### src/hdl/lob_pkg.sv
package lob_pkg;

  localparam logic [2:0] OP_ADD     = 3'd0;
  localparam logic [2:0] OP_CANCEL  = 3'd1;
  localparam logic [2:0] OP_POP_BID = 3'd2;
  localparam logic [2:0] OP_POP_ASK = 3'd3;
  localparam logic [2:0] OP_QUERY   = 3'd4;

  typedef enum logic [2:0] {
    CMD_ADD,
    CMD_CANCEL,
    CMD_POP_BID,
    CMD_POP_ASK,
    CMD_QUERY
  } cmd_e;

  typedef enum logic [2:0] {
    ST_OK         = 3'd0,
    ST_BAD_QTY    = 3'd1,
    ST_UNKNOWN_ID = 3'd2,
    ST_FULL       = 3'd3,
    ST_DUP_ID     = 3'd4,
    ST_SIDE_EMPTY = 3'd5
  } status_e;

  typedef struct packed {
    cmd_e               op;
    logic [31:0]        order_ref;
    logic               side;
    logic [31:0]        price;
    logic signed [31:0] open_qty;
    logic               bad_qty;
  } cmd_t;

  typedef struct packed {
    logic [31:0]        id;
    logic [31:0]        price;
    logic signed [31:0] open_qty;
  } sdat_t;

  typedef struct packed {
    logic               valid;
    logic [31:0]        price;
    logic [31:0]        id;
    logic signed [31:0] open_qty;
  } top_t;

  typedef struct packed {
    logic        accepted;
    status_e     status;
    top_t        bid;
    top_t        ask;
    logic [10:0] live_count;
  } res_t;

  // price a ranks ahead of price b on side sd (1 = sell)
  function automatic logic ahead(input logic sd, input logic [31:0] a, input logic [31:0] b);
    ahead = sd ? (a < b) : (a > b);
  endfunction

endpackage

### src/hdl/lob_if.sv
interface lob_cmd_if;
  logic               valid;
  logic               ready;
  logic [2:0]         opcode;
  logic [31:0]        order_ref;
  logic               side;
  logic [31:0]        limit_price;
  logic signed [31:0] quantity;
  logic signed [31:0] open_quantity;

  modport source (output valid, opcode, order_ref, side, limit_price, quantity, open_quantity,
                  input ready);
  modport sink (input valid, opcode, order_ref, side, limit_price, quantity, open_quantity,
                output ready);
endinterface


### src/hdl/lob_front.sv
module lob_front (
  input  logic           clk_i,
  input  logic           rst_ni,
  lob_cmd_if.sink        cmd_i,
  output logic           q_valid_o,
  input  logic           q_ready_i,
  output lob_pkg::cmd_t  q_cmd_o
);

  lob_pkg::cmd_t ent_q [2];
  logic          wr_q, rd_q;
  logic [1:0]    cnt_q;
  lob_pkg::cmd_t cls;
  logic          push, pop;

  always_comb begin
    cls.order_ref = cmd_i.order_ref;
    cls.side      = cmd_i.side;
    cls.price     = cmd_i.limit_price;
    cls.open_qty  = cmd_i.open_quantity;
    cls.bad_qty   = (cmd_i.quantity <= 0) || (cmd_i.open_quantity <= 0);
    case (cmd_i.opcode)
      lob_pkg::OP_ADD:     cls.op = lob_pkg::CMD_ADD;
      lob_pkg::OP_CANCEL:  cls.op = lob_pkg::CMD_CANCEL;
      lob_pkg::OP_POP_BID: cls.op = lob_pkg::CMD_POP_BID;
      lob_pkg::OP_POP_ASK: cls.op = lob_pkg::CMD_POP_ASK;
      default:             cls.op = lob_pkg::CMD_QUERY;
    endcase
  end

  assign cmd_i.ready = (cnt_q != 2'd2);
  assign push        = cmd_i.valid && cmd_i.ready;
  assign q_valid_o   = (cnt_q != 2'd0);
  assign pop         = q_valid_o && q_ready_i;
  assign q_cmd_o     = ent_q[rd_q];

  always_ff @(posedge clk_i) begin
    if (push) begin
      ent_q[wr_q] <= cls;
    end
  end

  always_ff @(posedge clk_i or negedge rst_ni) begin
    if (!rst_ni) begin
      wr_q  <= 1'b0;
      rd_q  <= 1'b0;
      cnt_q <= 2'd0;
    end else begin
      if (push) wr_q <= ~wr_q;
      if (pop) rd_q <= ~rd_q;
      cnt_q <= cnt_q + 2'(push) - 2'(pop);
    end
  end

endmodule

### src/flat_wrapper.sv
// flat-port wrapper written by rule: the top's interface ports become plain ports
module lob_front_flat 
  (clk_i, rst_ni, q_valid_o, q_ready_i, q_cmd_o, cmd_i_valid, cmd_i_opcode, cmd_i_order_ref, cmd_i_side, cmd_i_limit_price, cmd_i_quantity, cmd_i_open_quantity, cmd_i_ready);
  lob_cmd_if cmd_i_i ();
  input  logic clk_i;
  input  logic rst_ni;
  output logic q_valid_o;
  input  logic q_ready_i;
  output lob_pkg::cmd_t q_cmd_o;
  input wire logic [$bits(cmd_i_i.valid)-1:0] cmd_i_valid;
  input wire logic [$bits(cmd_i_i.opcode)-1:0] cmd_i_opcode;
  input wire logic [$bits(cmd_i_i.order_ref)-1:0] cmd_i_order_ref;
  input wire logic [$bits(cmd_i_i.side)-1:0] cmd_i_side;
  input wire logic [$bits(cmd_i_i.limit_price)-1:0] cmd_i_limit_price;
  input wire logic [$bits(cmd_i_i.quantity)-1:0] cmd_i_quantity;
  input wire logic [$bits(cmd_i_i.open_quantity)-1:0] cmd_i_open_quantity;
  output wire logic [$bits(cmd_i_i.ready)-1:0] cmd_i_ready;
  assign cmd_i_i.valid = cmd_i_valid;
  assign cmd_i_i.opcode = cmd_i_opcode;
  assign cmd_i_i.order_ref = cmd_i_order_ref;
  assign cmd_i_i.side = cmd_i_side;
  assign cmd_i_i.limit_price = cmd_i_limit_price;
  assign cmd_i_i.quantity = cmd_i_quantity;
  assign cmd_i_i.open_quantity = cmd_i_open_quantity;
  assign cmd_i_ready = cmd_i_i.ready;
  lob_front u_core (.clk_i(clk_i), .rst_ni(rst_ni), .cmd_i(cmd_i_i), .q_valid_o(q_valid_o), .q_ready_i(q_ready_i), .q_cmd_o(q_cmd_o));
endmodule
### config.mk
export PLATFORM = sky130hd
export DESIGN_NAME = lob_front_flat
export DESIGN_NICKNAME = d
export VERILOG_FILES = /design/src/hdl/lob_pkg.sv /design/src/hdl/lob_if.sv /design/src/hdl/lob_front.sv /design/src/flat_wrapper.sv
export SDC_FILE = /design/constraint.sdc
export NUM_CORES = 1
export LEC_CHECK = 0
export BUFFER_PORTS_ARGS = -buffer_cell sky130_fd_sc_hd__buf_4
export CAP_MARGIN = 20
export CORE_ASPECT_RATIO = 1.75
export CORE_MARGIN = 2
export CORE_UTILIZATION = 55
export CTS_BUF_LIST = sky130_fd_sc_hd__clkbuf_16
export DETAILED_ROUTE_END_ITERATION = 10
export GPL_ROUTABILITY_DRIVEN = 1
export PLACE_DENSITY_LB_ADDON = 0.25
export REMOVE_ABC_BUFFERS = 1
export SLEW_MARGIN = 30
export SYNTH_ARGS = -nofsm -noshare
export SYNTH_HDL_FRONTEND = slang
export SYNTH_SLANG_ARGS = --single-unit
### constraint.sdc
create_clock -name clk_i -period 12.9 [get_ports clk_i]
set_input_delay 1.29 -clock clk_i [delete_from_list [all_inputs] [get_ports clk_i]]
set_output_delay 1.29 -clock clk_i [all_outputs]
set_load 0.005 [all_outputs]
==> impl_table.tex <==
\begin{tabular}{lr}
\hline
Metric & Value \\
\hline
\multicolumn{2}{l}{\textbf{Power and ir drop}} \\
Leak pwr & 4.22 nW \\
Max IR drop VDD & 0.132 mV \\
Pwr Density & 213 nW/um2 \\
\multicolumn{2}{l}{\textbf{Global route}} \\
Total routing resource utilization after global routing & 19.7\% \\
Number of antenna violations at the first check in global routing & 0 \\
Via count of the first global-routing pass & 4431 \\
Global-route wire length before repair & 22900 um \\
Pin count of the biggest net entering global routing & 64 \\
Congestion Overflow GR & 0 \\
\multicolumn{2}{l}{\textbf{STA}} \\
Post-route setup TNS & 0 ps \\
Max-slew violation total from the final report & 0 \\
Maximum clock frequency & 249 MHz \\
Clock skew & 14.1 ps \\
Portion of the clock cycle consumed by the worst path in the final layout & 31.2\% \\
Final period demand of the worst path & 4020 ps \\
Number of failing setup endpoints in the final timing report & 0 \\
Worst-Margin Slew & 847 ps \\
Max transition margin & 43.5\% \\
Final hold viol count & 0 \\
RSZ-0062 raised after global routing & false \\
\multicolumn{2}{l}{\textbf{Synth}} \\
Top cell type by total area after synthesis & edfxtp\_1 \\
Netlist area before placement & 7970 um2 \\
Share of async-settable or async-resettable flops after synthesis & 1.94\% \\
Synthesized instance count & 359 \\
Cell types occupying the most area after synthesis & edfxtp\_1 76\%, mux2\_4 15\%, mux2\_2 3.0\% \\
Post-synth top area share & 76.1\% \\
Share of the yosys chip area belonging to registers & 77.4\% \\
Ys flop type & edfxtp\_1 \\
Register bit count reported by yosys & 206 \\
Cell with the most instances after synthesis & edfxtp\_1 \\
Post-synthesis average cell area & 22.2 um2 \\
Most used standard cells in the synthesized netlist & 202 x edfxtp\_1, 80 x mux2\_4, 21 x mux2\_2, 16 x nor4\_1, 8 x buf\_6 \\
Synth Warn \# & 0 \\
Post-synth EDFFs & 202 \\
Distinct cells, synth & 21 \\
\multicolumn{2}{l}{\textbf{Clocking}} \\
Clk Tree Root Cell & clkbuf\_16 \\
Number of sinks driven by the clock tree & 206 \\
Deepest level of the CTS H-tree & 1 \\
Clock transition at the register clock pins on the worst setup and hold paths after CTS & 70 ps \\
Clock network latency to the later pin of the worst-skew pair & 480 ps \\
CTS tree & done \\
Number of hold-repair buffers added at the cts stage & 0 \\
Clk buf depth & 3 \\
Count of buffers added by post-CTS timing repair for setup & 0 \\
CTS Buf Count & 18 \\
Number of gates resized after cts & 0 \\
\multicolumn{2}{l}{\textbf{Die}} \\
Overall die height & 163 um \\
Area of the core region & 14300 um2 \\
Cell Rows & 58 \\
Overall die area & 15500 um2 \\
Ports placed on the boundary & 239 \\
Initial standard-cell utilization of the core & 55.8\% \\
X dimension of the die & 95.0 um \\
\multicolumn{2}{l}{\textbf{Worst setup path}} \\
Flop2flop setup slack & 10500 ps \\
Critical path capture point & q\_cmd\_o[100] \\
Cell count of the worst reg-to-reg path & 5 \\
Peak per-stage delay on the critical path & 950 ps \\
Critical R2R Launch & u\_core.cnt\_q[1]\$\_DFF\_PN0\_ \\
Element type at the critical path start & flop \\
WP data required & 11610 ps \\
Nature of the critical path endpoint & output pin \\
Crit Path Class & reg -> out \\
Sequence of cells on the critical path & buf\_6 -> mux2\_2 -> buf\_4 \\
Worst setup path startpoint & u\_core.rd\_q\$\_DFFE\_PN0P\_ \\
Worst-path fanout max & 60 \\
Standard cell with the maximum stage delay on the critical path & dfrtp\_4 \\
Crit path arrival time & 2730 ps \\
Critical R2R Capture & u\_core.ent\_q[0][95]\$\_DFFE\_PP\_ \\
\multicolumn{2}{l}{\textbf{Finish}} \\
Area overhead of the layout relative to synthesis & 32.0\% \\
Final \#Nets & 748 \\
Proportion of layout cells with a drive suffix above 1 & 60.1\% \\
Number of antenna diodes & 0 \\
Post-route design area & 10500 um2 \\
\multicolumn{2}{l}{\textbf{Place}} \\
Last weighted congestion value of the routability-driven placer & 0.840 \\
Post-DP HPWL & 11200 um \\
Area post-placement & 9940 um2 \\
Number of I/O port buffers & 238 \\
\multicolumn{2}{l}{\textbf{Route}} \\
Total wire length after detailed routing & 15900 um \\
Initial DRC Count & 229 \\
Number of DRC violations after detailed routing & 0 \\
Routed wire length per instance & 19.8 um \\
Number of iterations in the first detailed-routing pass & 4 \\
Routed vias & 4213 \\
Via density & 5.26 \\
Final antenna-violating net count & 0 \\
\multicolumn{2}{l}{\textbf{Run status}} \\
Result of the run & completed \\
\multicolumn{2}{l}{\textbf{Worst hold path}} \\
Min-delay worst type & reg -> reg \\
\multicolumn{2}{l}{\textbf{Run}} \\
Maximum capacitance violations & 0 \\
\hline
\end{tabular}
-- cell usage in the layout, fill, tap and decap left out --
cell,instances
buf_4,240
edfxtp_1,202
mux2_4,80
mux2_2,21
clkbuf_16,19
nor4_1,16
inv_1,8
nand4_1,4
xnor2_1,3
clkinv_2,3
dfrtp_1,3
nand2_1,2
nor2b_1,2
nor2_1,2
ha_1,2
bufinv_16,2
clkinv_1,2
buf_8,2
or2_2,1
and2_4,1
and3_4,1
or4_1,1
nor2_4,1
xor2_1,1
buf_6,1
dfrtp_4,1
-- worst min path at each step --
| stage | startpoint | to | slack, ps | cells after the start |
|---|---|---|---|---|
| 2_1_floorplan | u_core.cnt_q[1]$_DFF_PN0_ | u_core.cnt_q[1]$_DFF_PN0_ | 460 | 1 |
| 3_3_place_gp | u_core.cnt_q[1]$_DFF_PN0_ | u_core.cnt_q[1]$_DFF_PN0_ | 480 | 1 |
| 3_5_place_dp | u_core.cnt_q[1]$_DFF_PN0_ | u_core.cnt_q[1]$_DFF_PN0_ | 500 | 1 |
| 4_1_cts | u_core.cnt_q[1]$_DFF_PN0_ | u_core.cnt_q[1]$_DFF_PN0_ | 510 | 1 |
| 5_1_grt | u_core.cnt_q[1]$_DFF_PN0_ | u_core.cnt_q[1]$_DFF_PN0_ | 540 | 1 |
| 6_report | u_core.cnt_q[1]$_DFF_PN0_ | u_core.cnt_q[1]$_DFF_PN0_ | 520 | 1 |
-- where the power goes --
| group | internal, W | switching, W | total, W |
|---|---|---|---|
| clock network | 0.000305 | 0.000216 | 0.000522 |
| logic | 0.000437 | 0.000290 | 0.000728 |
| registers | 0.000917 | 0.0000751 | 0.000992 |
| total | 0.00166 | 0.000582 | 0.00224 |
-- cell families after synthesis --
group                    after synthesis  synth area share, %
adder cells (fa/ha/maj)                2                0.314
XOR/XNOR                               4                0.440
multiplexers                         101                 18.0
flip-flops                           206                 77.4
buffers and inverters                 15                 1.54
AND/OR/NAND/NOR                       31                 2.32
-- metrics by stage --
stage	total power, W	hold WS [ps]	instances	utilization [%]	setup slack, ps
final	0.00224	516	801	73.6	8880
after global routing	0.00234	537	801	73.6	8780
after CTS	0.00227	515	801	73.6	8610
after detailed placement	0.00175	502	770	69.5	9130
after global placement	0.00171	477	768	69.3	9170
after floorplan	0.00145	459	347	-	6760
-- layout make-up --
class / count / area, um2
fill: 862 / 3770
sequential: 206 / 6170
timing repair buffer: 243 / 1840
clock buffer: 19 / 475
multi-input combinational: 138 / 1700
clock inverter: 12 / 101
inverter: 3 / 11.3
tap: 180 / 225
-- worst max-delay path, delay by kind of cell, from the launching register on --
| kind | cells | cell delay [ps] |
|---|---|---|
| flip-flops | 1 | 950 |
| multiplexers | 1 | 420 |
| buffers and inverters | 2 | 770 |
-- registers in the layout, indices dropped and copies added (netlist names) --
signal / cells
u_core.wr_q: 1
u_core.rd_q: 1
u_core.ent_q: 202
u_core.cnt_q: 2
-- routing by layer --
| metal | GRT usage (%) | vias up | part of all wire, % |
|---|---|---|---|
| met5 | 0 | - | 0 |
| met3 | 3.41 | 37 | 6.7 |
| met4 | 7.25 | 0 | 3.4 |
| met1 | 21.8 | 2049 | 34 |
| li1 | - | 1937 | - |
| met2 | 37.0 | 190 | 55 |
(Power assumes the default switching activity.)
